`config.mk`:
```
export PLATFORM = sky130hd
export DESIGN_NAME = pid_controller_with_settle_core
export DESIGN_NICKNAME = d
export VERILOG_FILES = /design/src/design/pcs_pkg.sv /design/src/design/pid_controller_with_settle_core.sv
export VERILOG_INCLUDE_DIRS = /design/src /design/src/design
export SDC_FILE = /design/constraint.sdc
export NUM_CORES = 2
export LEC_CHECK = 0
export BUFFER_PORTS_ARGS = -buffer_cell sky130_fd_sc_hd__buf_2
export CAP_MARGIN = 30
export CORE_MARGIN = 3
export CORE_UTILIZATION = 36
export CTS_BUF_LIST = sky130_fd_sc_hd__clkbuf_16
export CTS_CLUSTER_DIAMETER = 40
export DETAILED_ROUTE_END_ITERATION = 12
export SETUP_SLACK_MARGIN = 0.3
export SLEW_MARGIN = 5
export SYNTH_ARGS = -nofsm -noshare
export SYNTH_HDL_FRONTEND = slang
export SYNTH_SLANG_ARGS = --single-unit
```
`constraint.sdc`:
```
create_clock -name aclk -period 19.9 [get_ports aclk]
set_input_delay 0.995 -clock aclk [delete_from_list [all_inputs] [get_ports aclk]]
set_output_delay 0.995 -clock aclk [all_outputs]
set_load 0.005 [all_outputs]
```
`src/design/pid_controller_with_settle_core_defines.svh`:
```
// Assertion macros for the PID controller core.
// Included by pid_controller_with_settle_core, which checks its own sequencing.
`ifndef PID_CONTROLLER_WITH_SETTLE_CORE_DEFINES_SVH
`define PID_CONTROLLER_WITH_SETTLE_CORE_DEFINES_SVH
`ifndef SYNTHESIS
`define PCS_ASSERT_IMPL(lbl, ante, cons) \
    lbl: assert property (@(posedge aclk) disable iff (!aresetn) (ante) |-> (cons)) \
        else $error("pcs assertion failed");
`define PCS_ASSERT_NEXT(lbl, ante, cons) \
    lbl: assert property (@(posedge aclk) disable iff (!aresetn) (ante) |=> (cons)) \
        else $error("pcs assertion failed");
`else
`define PCS_ASSERT_IMPL(lbl, ante, cons)
`define PCS_ASSERT_NEXT(lbl, ante, cons)
`endif
`endif

```
`src/design/pcs_pkg.sv`:
```
// Shared types and constants of the PID controller core.
// No dependencies.
package pcs_pkg;

    localparam int unsigned DERIV_TOLERANCE = 32768;
    localparam int unsigned SETTLE_MSEC     = 100;
    localparam int unsigned USEC_PER_SEC    = 1000000;
    localparam int unsigned MS_MAX          = 65535;

    // ceil(2^59 / 15625): x / 1e6 == ((x >> 6) * USEC_RECIP) >> 59 for x < 2^51
    localparam logic [47:0] USEC_RECIP = 48'd36893488147420;
    // ceil(2^24 / 125): t / 1000 == ((t >> 3) * MSEC_RECIP) >> 24 for t < 2^20
    localparam logic [17:0] MSEC_RECIP = 18'd134218;

    localparam logic signed [31:0] OUT_MIN_RST   = -32'sd786432;
    localparam logic signed [31:0] OUT_MAX_RST   = 32'sd786432;
    localparam logic [46:0]        INTEG_LIM_RST = 47'd65536000000;
    localparam logic [30:0]        ERR_TOL_RST   = 31'd32768;

    localparam int unsigned DIV_STEPS = 53;

    typedef enum logic [2:0] {
        REG_PROP_GAIN  = 3'd0,
        REG_INTEG_GAIN = 3'd1,
        REG_DERIV_GAIN = 3'd2,
        REG_SETPOINT   = 3'd3,
        REG_OUT_MIN    = 3'd4,
        REG_OUT_MAX    = 3'd5,
        REG_INTEG_LIM  = 3'd6,
        REG_ERR_TOL    = 3'd7
    } reg_idx_t;

    typedef enum logic [3:0] {
        ST_IDLE,
        ST_MUL_I,
        ST_MUL_R,
        ST_INT_UPD,
        ST_MUL_D,
        ST_DIV_D,
        ST_DERIV,
        ST_G_LOAD,
        ST_MUL_G,
        ST_GSUM,
        ST_FINISH
    } state_t;

endpackage

```
`src/design/pid_controller_with_settle_core.sv`:
```
// PID controller core with integral clamp and settle detection.
// Depends on pcs_pkg and pid_controller_with_settle_core_defines.svh.
//
// Usage:
//   s_ channel beats carry a Q16.16 measurement and the elapsed time in us;
//   each accepted beat yields exactly one m_ beat with the clamped drive and
//   the settled flag. The user must write gains, setpoint, limits and
//   tolerance on the cfg_ port only while the block is idle; the block
//   itself does not enforce it. Unknown indexes do not exist. One item
//   runs through a sequencer around one shared shift-add multiplier (one
//   multiplier bit per cycle) and one restoring divider for the derivative
//   (one quotient bit per cycle). The integral divide by 1e6 is a reciprocal
//   multiply on the shared multiplier; the millisecond count is a small
//   constant multiply. The multiplies end early on leading zeros; if the
//   elapsed time is at most 1 us, the derivative is zero with no divide.
//   s_tready is high only in idle: a new item waits until the last is done.
//   Reset (aresetn low, synchronous) restores the default registers and
//   clears last error, integral and the settle counter.
//   The result sits in an output register; the next item is accepted while
//   it waits. If the receiver still stalls when the next result is ready,
//   the sequencer holds that result until the output register frees.
`include "pid_controller_with_settle_core_defines.svh"
module pid_controller_with_settle_core (
    input  logic        aclk,
    input  logic        aresetn,
    input  logic        s_tvalid,
    output logic        s_tready,
    input  logic [55:0] s_tdata,   // [31:0] measurement, [51:32] elapsed_us
    output logic        m_tvalid,
    input  logic        m_tready,
    output logic [39:0] m_tdata,   // [31:0] drive, [32] settled
    input  logic        cfg_wen,
    input  logic [2:0]  cfg_addr,
    input  logic [46:0] cfg_wdata
);

    pcs_pkg::state_t state_reg, state_next;
    logic [5:0]  cnt_reg, cnt_next;
    logic [1:0]  gsel_reg, gsel_next;
    logic signed [31:0] err_reg, err_next;
    logic [19:0] dt_reg, dt_next;
    logic signed [31:0] last_err_reg, last_err_next;
    logic signed [47:0] integ_reg, integ_next;
    logic [15:0] tol_ms_reg, tol_ms_next;
    logic [91:0] acc_reg, acc_next;
    logic [91:0] mcd_reg, mcd_next;
    logic [47:0] mpl_reg, mpl_next;
    logic [19:0] rem_reg, rem_next;
    logic [19:0] div_reg, div_next;
    logic        neg_reg, neg_next;
    logic signed [31:0] deriv_reg, deriv_next;
    logic signed [65:0] dacc_reg, dacc_next;
    logic [31:0] out_drive_reg, out_drive_next;
    logic        out_set_reg, out_set_next;
    logic        m_valid_reg, m_valid_next;

    logic signed [31:0] kp_reg, ki_reg, kd_reg, sp_reg, omin_reg, omax_reg;
    logic [46:0] ilim_reg;
    logic [30:0] etol_reg;

    assign s_tready = (state_reg == pcs_pkg::ST_IDLE);
    assign m_tvalid = m_valid_reg;
    assign m_tdata  = {7'd0, out_set_reg, out_drive_reg};

    always_ff @(posedge aclk) begin
        if (!aresetn) begin
            kp_reg   <= '0;
            ki_reg   <= '0;
            kd_reg   <= '0;
            sp_reg   <= '0;
            omin_reg <= pcs_pkg::OUT_MIN_RST;
            omax_reg <= pcs_pkg::OUT_MAX_RST;
            ilim_reg <= pcs_pkg::INTEG_LIM_RST;
            etol_reg <= pcs_pkg::ERR_TOL_RST;
        end else if (cfg_wen) begin
            unique case (pcs_pkg::reg_idx_t'(cfg_addr))
                pcs_pkg::REG_PROP_GAIN:  kp_reg   <= cfg_wdata[31:0];
                pcs_pkg::REG_INTEG_GAIN: ki_reg   <= cfg_wdata[31:0];
                pcs_pkg::REG_DERIV_GAIN: kd_reg   <= cfg_wdata[31:0];
                pcs_pkg::REG_SETPOINT:   sp_reg   <= cfg_wdata[31:0];
                pcs_pkg::REG_OUT_MIN:    omin_reg <= cfg_wdata[31:0];
                pcs_pkg::REG_OUT_MAX:    omax_reg <= cfg_wdata[31:0];
                pcs_pkg::REG_INTEG_LIM:  ilim_reg <= cfg_wdata;
                pcs_pkg::REG_ERR_TOL:    etol_reg <= cfg_wdata[30:0];
                default: ;
            endcase
        end
    end

    always_ff @(posedge aclk) begin
        if (!aresetn) begin
            state_reg    <= pcs_pkg::ST_IDLE;
            cnt_reg      <= '0;
            gsel_reg     <= '0;
            last_err_reg <= '0;
            integ_reg    <= '0;
            tol_ms_reg   <= '0;
            m_valid_reg  <= 1'b0;
        end else begin
            state_reg    <= state_next;
            cnt_reg      <= cnt_next;
            gsel_reg     <= gsel_next;
            last_err_reg <= last_err_next;
            integ_reg    <= integ_next;
            tol_ms_reg   <= tol_ms_next;
            m_valid_reg  <= m_valid_next;
        end
    end

    always_ff @(posedge aclk) begin
        err_reg       <= err_next;
        dt_reg        <= dt_next;
        acc_reg       <= acc_next;
        mcd_reg       <= mcd_next;
        mpl_reg       <= mpl_next;
        rem_reg       <= rem_next;
        div_reg       <= div_next;
        neg_reg       <= neg_next;
        deriv_reg     <= deriv_next;
        dacc_reg      <= dacc_next;
        out_drive_reg <= out_drive_next;
        out_set_reg   <= out_set_next;
    end

    always_comb begin
        logic signed [32:0] diff;
        logic signed [31:0] err_c;
        logic [31:0] err_mag;
        logic [20:0] r21;
        logic        ge;
        logic signed [48:0] inc;
        logic signed [48:0] sum;
        logic signed [48:0] lim;
        logic [52:0] q;
        logic [62:0] p;
        logic signed [31:0] gain;
        logic signed [47:0] opb;
        logic [31:0] gain_mag;
        logic [47:0] opb_mag;
        logic signed [65:0] drv;
        logic [31:0] dmag;
        logic [34:0] msp;
        logic [16:0] t17;
        logic [15:0] tol_new;
        logic        out_free;

        state_next     = state_reg;
        cnt_next       = cnt_reg;
        gsel_next      = gsel_reg;
        err_next       = err_reg;
        dt_next        = dt_reg;
        last_err_next  = last_err_reg;
        integ_next     = integ_reg;
        tol_ms_next    = tol_ms_reg;
        acc_next       = acc_reg;
        mcd_next       = mcd_reg;
        mpl_next       = mpl_reg;
        rem_next       = rem_reg;
        div_next       = div_reg;
        neg_next       = neg_reg;
        deriv_next     = deriv_reg;
        dacc_next      = dacc_reg;
        out_drive_next = out_drive_reg;
        out_set_next   = out_set_reg;
        m_valid_next   = m_valid_reg && !m_tready;
        out_free       = !m_valid_reg || m_tready;

        diff = 33'(sp_reg) - 33'(signed'(s_tdata[31:0]));
        if (diff > 33'sd2147483647) begin
            err_c = 32'sh7fffffff;
        end else if (diff < -33'sd2147483648) begin
            err_c = 32'sh80000000;
        end else begin
            err_c = diff[31:0];
        end
        err_mag = err_c[31] ? (~err_c + 32'd1) : err_c;

        r21 = {rem_reg, acc_reg[52]};
        ge  = (r21 >= {1'b0, div_reg});

        q    = acc_reg[52:0];
        p    = acc_reg[78:16];
        inc  = '0;
        sum  = '0;
        lim  = signed'({2'b00, ilim_reg});
        diff = '0;
        gain = '0;
        opb  = '0;
        gain_mag = '0;
        opb_mag  = '0;
        drv  = '0;
        dmag = '0;
        msp  = '0;
        t17  = '0;
        tol_new = '0;

        unique case (state_reg)
            pcs_pkg::ST_IDLE: begin
                if (s_tvalid) begin
                    err_next   = err_c;
                    dt_next    = s_tdata[51:32];
                    acc_next   = '0;
                    mcd_next   = {60'd0, err_mag};
                    mpl_next   = {28'd0, s_tdata[51:32]};
                    neg_next   = err_c[31];
                    dacc_next  = '0;
                    state_next = pcs_pkg::ST_MUL_I;
                end
            end
            pcs_pkg::ST_MUL_I, pcs_pkg::ST_MUL_R, pcs_pkg::ST_MUL_D,
            pcs_pkg::ST_MUL_G: begin
                if (mpl_reg == '0) begin
                    rem_next = '0;
                    cnt_next = '0;
                    unique case (state_reg)
                        pcs_pkg::ST_MUL_I: begin
                            acc_next   = '0;
                            mcd_next   = {6'd0, acc_reg[91:6]};
                            mpl_next   = pcs_pkg::USEC_RECIP;
                            state_next = pcs_pkg::ST_MUL_R;
                        end
                        pcs_pkg::ST_MUL_R: state_next = pcs_pkg::ST_INT_UPD;
                        pcs_pkg::ST_MUL_D: begin
                            div_next   = dt_reg;
                            state_next = pcs_pkg::ST_DIV_D;
                        end
                        default: state_next = pcs_pkg::ST_GSUM;
                    endcase
                end else begin
                    acc_next = acc_reg + (mpl_reg[0] ? mcd_reg : 92'd0);
                    mcd_next = {mcd_reg[90:0], 1'b0};
                    mpl_next = {1'b0, mpl_reg[47:1]};
                end
            end
            pcs_pkg::ST_DIV_D: begin
                rem_next = ge ? 20'(r21 - {1'b0, div_reg}) : r21[19:0];
                acc_next = {acc_reg[91:53], acc_reg[51:0], ge};
                cnt_next = cnt_reg + 6'd1;
                if (cnt_reg == 6'(pcs_pkg::DIV_STEPS - 1)) begin
                    state_next = pcs_pkg::ST_DERIV;
                end
            end
            pcs_pkg::ST_INT_UPD: begin
                inc = neg_reg ? -signed'({17'd0, acc_reg[90:59]})
                              : signed'({17'd0, acc_reg[90:59]});
                sum = 49'(integ_reg) + inc;
                if (sum > lim) begin
                    sum = lim;
                end
                if (sum < -lim) begin
                    sum = -lim;
                end
                integ_next = sum[47:0];
                diff       = 33'(err_reg) - 33'(last_err_reg);
                acc_next   = '0;
                mcd_next   = {59'd0, (diff[32] ? -diff : diff)};
                mpl_next   = 48'(pcs_pkg::USEC_PER_SEC);
                neg_next   = diff[32];
                gsel_next  = '0;
                if (dt_reg > 20'd1) begin
                    state_next = pcs_pkg::ST_MUL_D;
                end else begin
                    deriv_next = '0;
                    state_next = pcs_pkg::ST_G_LOAD;
                end
            end
            pcs_pkg::ST_DERIV: begin
                if (neg_reg) begin
                    deriv_next = (q > 53'd2147483648) ? 32'sh80000000 : -signed'(q[31:0]);
                end else begin
                    deriv_next = (q > 53'd2147483647) ? 32'sh7fffffff : signed'(q[31:0]);
                end
                state_next = pcs_pkg::ST_G_LOAD;
            end
            pcs_pkg::ST_G_LOAD: begin
                unique case (gsel_reg)
                    2'd0: begin
                        gain = kp_reg;
                        opb  = 48'(err_reg);
                    end
                    2'd1: begin
                        gain = ki_reg;
                        opb  = integ_reg;
                    end
                    default: begin
                        gain = kd_reg;
                        opb  = 48'(deriv_reg);
                    end
                endcase
                gain_mag   = gain[31] ? (~gain + 32'd1) : gain;
                opb_mag    = opb[47] ? (~opb + 48'd1) : opb;
                acc_next   = '0;
                mcd_next   = {60'd0, gain_mag};
                mpl_next   = opb_mag;
                neg_next   = gain[31] ^ opb[47];
                state_next = pcs_pkg::ST_MUL_G;
            end
            pcs_pkg::ST_GSUM: begin
                dacc_next = dacc_reg + (neg_reg ? -signed'({3'd0, p}) : signed'({3'd0, p}));
                if (gsel_reg == 2'd2) begin
                    state_next = pcs_pkg::ST_FINISH;
                end else begin
                    gsel_next  = gsel_reg + 2'd1;
                    state_next = pcs_pkg::ST_G_LOAD;
                end
            end
            pcs_pkg::ST_FINISH: begin
                drv = dacc_reg;
                if (drv < 66'(omin_reg)) begin
                    drv = 66'(omin_reg);
                end
                if (drv > 66'(omax_reg)) begin
                    drv = 66'(omax_reg);
                end
                err_mag = err_reg[31] ? (~err_reg + 32'd1) : err_reg;
                dmag    = deriv_reg[31] ? (~deriv_reg + 32'd1) : deriv_reg;
                msp     = 35'(dt_reg[19:3]) * 35'(pcs_pkg::MSEC_RECIP);
                t17     = {1'b0, tol_ms_reg} + {6'd0, msp[34:24]};
                if ((err_mag < {1'b0, etol_reg}) && (dmag < 32'(pcs_pkg::DERIV_TOLERANCE))) begin
                    tol_new = (t17 > 17'(pcs_pkg::MS_MAX)) ? 16'(pcs_pkg::MS_MAX) : t17[15:0];
                end else begin
                    tol_new = '0;
                end
                if (out_free) begin
                    tol_ms_next    = tol_new;
                    last_err_next  = err_reg;
                    out_drive_next = drv[31:0];
                    out_set_next   = (tol_new >= 16'(pcs_pkg::SETTLE_MSEC));
                    m_valid_next   = 1'b1;
                    state_next     = pcs_pkg::ST_IDLE;
                end
            end
            default: state_next = pcs_pkg::ST_IDLE;
        endcase
    end

    `PCS_ASSERT_NEXT(a_accept_starts, s_tvalid && s_tready, state_reg == pcs_pkg::ST_MUL_I)
    `PCS_ASSERT_NEXT(a_stall_holds, (state_reg == pcs_pkg::ST_FINISH) && m_valid_reg && !m_tready, (state_reg == pcs_pkg::ST_FINISH) && m_valid_reg)
    `PCS_ASSERT_IMPL(a_div_count, 1'b1, cnt_reg <= 6'(pcs_pkg::DIV_STEPS))

endmodule
```
Word level (Yosys, flattened, before mapping)
Index checks and enable logic that the tools add are counted.

operators by class
  eq/ne operators = 27
  reduce and logical (&&, ||, !) cells = 39
  add/subtract/negate cells = 19
  muxes and demuxes = 62
  bitwise operators = 7
  magnitude comparators = 14
  multiply operators = 1

operator list
  kind                                                                     count
  92-bit one-hot mux with 4 select lines                                   2
  92-bit 2-to-1 mux                                                        7
  32-bit 2-to-1 mux                                                        12
  48-bit 2-to-1 mux                                                        6
  66-bit 2-to-1 mux                                                        4
  48-bit one-hot mux with 4 select lines                                   1
  49-bit 2-to-1 mux                                                        3
  66-bit one-hot mux with 2 select lines                                   1
  32-bit by 1-bit adder with 32-bit output (second input constant)         4
  32-bit inverter                                                          4
  32-bit one-hot mux with 2 select lines                                   2
  48-bit one-hot mux with 2 select lines                                   1
  92-bit adder                                                             1
  66-bit adder                                                             1
  66-bit by 32-bit > comparator with 1-bit output                          1
  66-bit by 32-bit < comparator with 1-bit output                          1
  63-bit negation with 66-bit output                                       1
  32-bit by 32-bit subtractor with 33-bit output                           2
  53-bit by 31-bit > comparator with 1-bit output (second input constant)  1
  53-bit by 32-bit > comparator with 1-bit output (second input constant)  1
  48-bit by 49-bit adder with 49-bit output                                1
  49-bit by 48-bit > comparator with 1-bit output                          1
  49-bit < comparator                                                      1
  32-bit negation with 49-bit output                                       1
  60 further kinds                                                         109

storage, ports and cells
  logic and storage cells = 197
  register bits after elaboration = 835
  output and inout bits = 42
  input bits = 111

Logic depth before layout (Yosys ltp)
  depth after elaboration = 9
  depth in mapped cells = 46

Least setup slack after synthesis
OpenSTA, ideal clock, no wires.

  path kind = register to register
  start point = register acc_reg[70]
  end point = register integ_reg[43]
  stages on the path, launching flop included = 46
  library setup time = 87 ps
  buffers on the path = 6
  period minus slack after synthesis = 9,339 ps
  arrival time = 9,252 ps
  slack = 10,561 ps
  path through = edfxtp_1 -> clkbuf_1 -> or3_1 -> or3_1 -> or2_2 -> clkbuf_1 -> or4_1 -> o41ai_1 -> xnor2_1 -> ha_1 -> and4_1 -> and4_1 -> nand3_1 -> a211o_1 -> and3_1 -> a21oi_1 -> o21ai_0 -> a21oi_1 -> (+10 left out) -> clkbuf_1 -> nor2_1 -> a21oi_1 -> inv_1 -> ha_1 -> nand2_1 -> a21oi_1 -> a211oi_1 -> o21ai_0 -> a2111oi_0 -> nand2_1 -> a21oi_1 -> a2111oi_4 -> nor2_1 -> buf_2 -> clkbuf_1 -> a32oi_1 -> o31ai_1

between the ends
  word-level cells in the longest chain between the ends = 8

RTL lines
  what                                             RTL line                                RTL
  from (decl)                                      pid_controller_with_settle_core.sv:45   logic [91:0] acc_reg, acc_next;
  from (signal assigned)                           pid_controller_with_settle_core.sv:113  acc_reg <= acc_next;
  32-bit negation with 49-bit output               pid_controller_with_settle_core.sv:244  inc = neg_reg ? -signed'({17'd0, acc_reg[90:59]})
  49-bit 2-to-1 mux (*)                            pid_controller_with_settle_core.sv:244
  48-bit by 49-bit adder with 49-bit output (*)    pid_controller_with_settle_core.sv:246  sum = 49'(integ_reg) + inc;
  49-bit by 48-bit > comparator with 1-bit output  pid_controller_with_settle_core.sv:247  if (sum > lim) begin
  49-bit 2-to-1 mux (*)                            pid_controller_with_settle_core.sv:247
  49-bit 2-to-1 mux (*)                            pid_controller_with_settle_core.sv:197  unique case (state_reg)
  49-bit < comparator                              pid_controller_with_settle_core.sv:250  if (sum < -lim) begin
  48-bit 2-to-1 mux (*)                            pid_controller_with_settle_core.sv:250
  to (signal assigned)                             pid_controller_with_settle_core.sv:104  integ_reg <= integ_next;
  to (decl)                                        pid_controller_with_settle_core.sv:43   logic signed [47:0] integ_reg, integ_next;

Every way passes the cells marked *; elsewhere a longest branch is shown, timed or not. The select of a mux whose other input is x is not followed.
A chain may end at the register's enable or synchronous reset.

Final worst setup path
  start point = register acc_reg[59]
  end point = register integ_reg[47]

The elaborated chain is that of the path after synthesis.

==> implementation parameters <==
Parameter                              Value

Worst setup path
  CP dominant cell by count ... ha_1
  Cell depth of the worst flop-to-flop path ... 38
  Standard cell with the maximum stage delay on the critical path ... edfxtp_1
  Crit path max-delay family ... compound AO/OA/AOI/OAI gates
  Flop2flop setup slack ... 7.34 ns
  Worst Setup Path Type ... flop to flop
  Category of the worst setup path capture point ... flop
  Crit start category ... flop
  Biggest cell delay along the critical path ... 0.67 ns
  Maximum fanout along the worst path ... 60
  Required arrival time at the worst endpoint ... about 21 ns
  Data arrival time of the worst path ... between 10 and 15 ns
  Buf+Inv Stages, Crit Path ... 3
  Destination of the worst register-to-register timing path ... integ_reg[47]$_SDFFE_PN0P_
  Worst r2r src ... acc_reg[59]$_DFFE_PP_

Clock tree
  CTS sink cnt ... 835
  Clock transition time at the flip-flop clock pins of the worst setup and hold paths ... 0.05 ns
  Post-cts resize count ... 0
  Number of buffers inserted during clock tree synthesis ... 172
  CTS Root Buffer Type ... clkbuf_16
  Max clock buf depth ... 3
  TritonCTS clock tree ... built
  Worst-Skew Late Latency ... ~0.85 ns
  Maximum level of the CTS H-tree ... 4
  Hold buffers post-CTS ... 0
  Post-CTS setup-driven buffer insertion count ... 0

STA
  Count of endpoints failing setup in the final report ... 0
  Final-layout setup total negative slack ... 0 ns
  Final worst slack ... 7.344 ns
  Slew margin rel. ... approximately 31%
  Highest clock frequency the design can meet ... 79.65 MHz
  Shortest period the worst path allows ... 12.56 ns
  RSZ-0062 raised after global routing ... false
  Slew of the pin with the lowest slew margin ... 1.034 ns
  Portion of the clock cycle consumed by the worst path in the final layout ... roughly 63%
  Number of hold violations in the final report ... 0
  Final number of max-transition violations ... 0
  Largest clock skew in the final design ... 0.07732 ns

Power
  Reported leakage power ... 32.14 nW
  Max VDD drop ... 0.1011 mV
  Pwr/cell area ... 156.9 nW/um2

Final layout
  Post-layout nets ... 9,579
  Sequential cell area ... 21,280 um2
  Fill count ... 19,770
  Syn-to-layout area delta ... 12.99%
  Share of final-layout standard cells stronger than drive strength 1 ... 8.355%
  Footprint of the multi-input gates ... 46,060 um2
  Cell area after layout ... ~80,000 um2

Min path
  Startpoint of the most critical hold path ... cfg_wdata[45]
  End of the worst hold path ... ilim_reg[45]$_SDFFE_PN0P_
  Worst hold path cell count ... 3
  Class of the tightest hold or removal check ... input pin to flop

Placement
  Worst setup slack after placement ... 7.563 ns
  Port Buffers ... 141
  Post-detailed-placement cell area ... 74,050 um2
  Final Wtd Congestion ... 0.9910
  Half-perimeter wire length after detailed placement ... 202,000 um

Floorplanning
  Initial Utilization ... 36.29%
  Die Footprint ... 202,300 um2
  Area of the core region ... 195,400 um2
  Die outline width ... 449.8 um
  Number of rows created at floorplan ... 162
  I/O pin count ... 153
  Die span in y ... between 400 and 500 um

Synth
  Flip-flop and latch count after synthesis ... between 800 and 900
  Cell with the most instances after synthesis ... nand2_1
  Sequential area share after synthesis ... ~30%
  Commonest register cell after synthesis ... edfxtp_1
  Number of standard cells after synthesis ... 8,742
  Number of synthesized flops with an enable pin ... 456
  Async S/R FF share, synth ... 0%
  Yosys top cell by area ... edfxtp_1
  Mapped cell area ... 70,900 um2
  Commonest cells in the netlist ... nand2_1 (1,334), a21oi_1 (949), ha_1 (721)
  Post-synthesis cell type count ... 99
  Syn. warnings ... 0
  Biggest area contributors in the synthesized netlist ... edfxtp_1 (19%), ha_1 (13%), dfxtp_1 (11%)
  Syn avg cell area ... 8.110 um2
  Area share of the leading cell type in the synthesized netlist ... ~19%

Route
  DR vias/cell ... 5.749
  Post-route antenna net violation count ... 0
  Detailed-route DRC error count ... 0
  Vias ... 65,970
  Length of the first detailed-routing pass in iterations ... 8
  DRC marker count from the first detailed-route iteration ... 6,231
  Wire per inst ... 23.05 um
  Final Routed Wirelength ... around 260,000 um

Job
  Maxcap violations ... 0

GRT
  Vias in the first global route ... 62,250
  Antenna violations before repair ... 19
  Global routing usage summed across all routing layers ... 25.17%
  Maximum number of pins on one net before global-route repair ... 96
  Grt ovf ... 0
  Global-route wire length before repair ... 392,500 um

Status
  Status ... finished clean
==> final cells by class <==
| type | instances | area share (%) |
|---|---|---|
| multi-input combinational | 6925 | 57.49 |
| sequential | 835 | 26.56 |
| clock buffer | 175 | 5.466 |
| tap | 2624 | 4.098 |
| inverter | 513 | 2.413 |
| timing repair buffer | 251 | 2.076 |
| clock inverter | 146 | 1.868 |
| antenna | 7 | 0.02187 |
==> metal layers <==
metal | vias up | GRT usage, % | share of wire (%)
met5 | - | 0 | 0.016
met4 | 6 | 14.66 | 6.5
met3 | 566 | 4.356 | 6.9
met2 | 2330 | 40.26 | 45
met1 | 31550 | 31.85 | 42
li1 | 31530 | - | -
==> report_power, final <==
group          switching (mW)  internal, mW
combinational            4.24          2.61
clock                    1.10          1.78
sequential              0.534          2.31
==> cells by family after synthesis <==
family	after synthesis	share of synthesized area, %
other	1	0.005289
muxes	161	2.451
xor gates and xnor gates	538	6.656
DFF	835	30.01
adders and majority gates	783	14.29
AOI/OAI and AO/OA	2500	22.00
buffers and inverters	988	5.382
and+or+nand+nor	2936	19.20
==> worst min-delay path, stage by stage <==
cell and delay (ns):
buf_2 0.10, nand2_1 0.05, a21oi_1 0.05
==> cells in the final DEF, fill, tap and decap left out, types with 220 or more instances in the layout <==
master / count
a21oi_1: 948
nor2_1: 492
o21ai_0: 495
nand2_1: 1330
dfxtp_1: 379
xnor2_1: 384
edfxtp_1: 456
inv_1: 536
ha_1: 719
nor3_1: 220
==> worst max path at each step <==
| stage | start | slack [ns] | cells past startpoint | to |
|---|---|---|---|---|
| floorplan | acc_reg[70]$_DFFE_PP_ | 10.56 | 45 | integ_reg[43]$_SDFFE_PN0P_ |
| global placement | neg_reg$_DFFE_PP_ | 7.60 | 36 | integ_reg[47]$_SDFFE_PN0P_ |
| detailed placement | acc_reg[71]$_DFFE_PP_ | 7.56 | 38 | integ_reg[47]$_SDFFE_PN0P_ |
| CTS | acc_reg[59]$_DFFE_PP_ | 7.57 | 38 | integ_reg[47]$_SDFFE_PN0P_ |
| global route | acc_reg[59]$_DFFE_PP_ | 6.60 | 38 | integ_reg[47]$_SDFFE_PN0P_ |
| finish | acc_reg[59]$_DFFE_PP_ | 7.34 | 38 | integ_reg[47]$_SDFFE_PN0P_ |
==> stage by stage <==
step | power, mW | utilization (%) | cells | hold slack [ns]
2_1_floorplan | 7.535 | - | 8748 | 0.4268
3_3_place_gp | 9.464 | 37.86 | 11130 | 0.4412
3_5_place_dp | 9.556 | 37.90 | 11140 | 0.4467
4_1_cts | 12.52 | 40.90 | 11460 | 0.3618
5_1_grt | 13.47 | 40.99 | 11470 | 0.3857
6_report | 12.57 | 41.00 | 11480 | 0.4148
(Power assumes the default switching activity.)
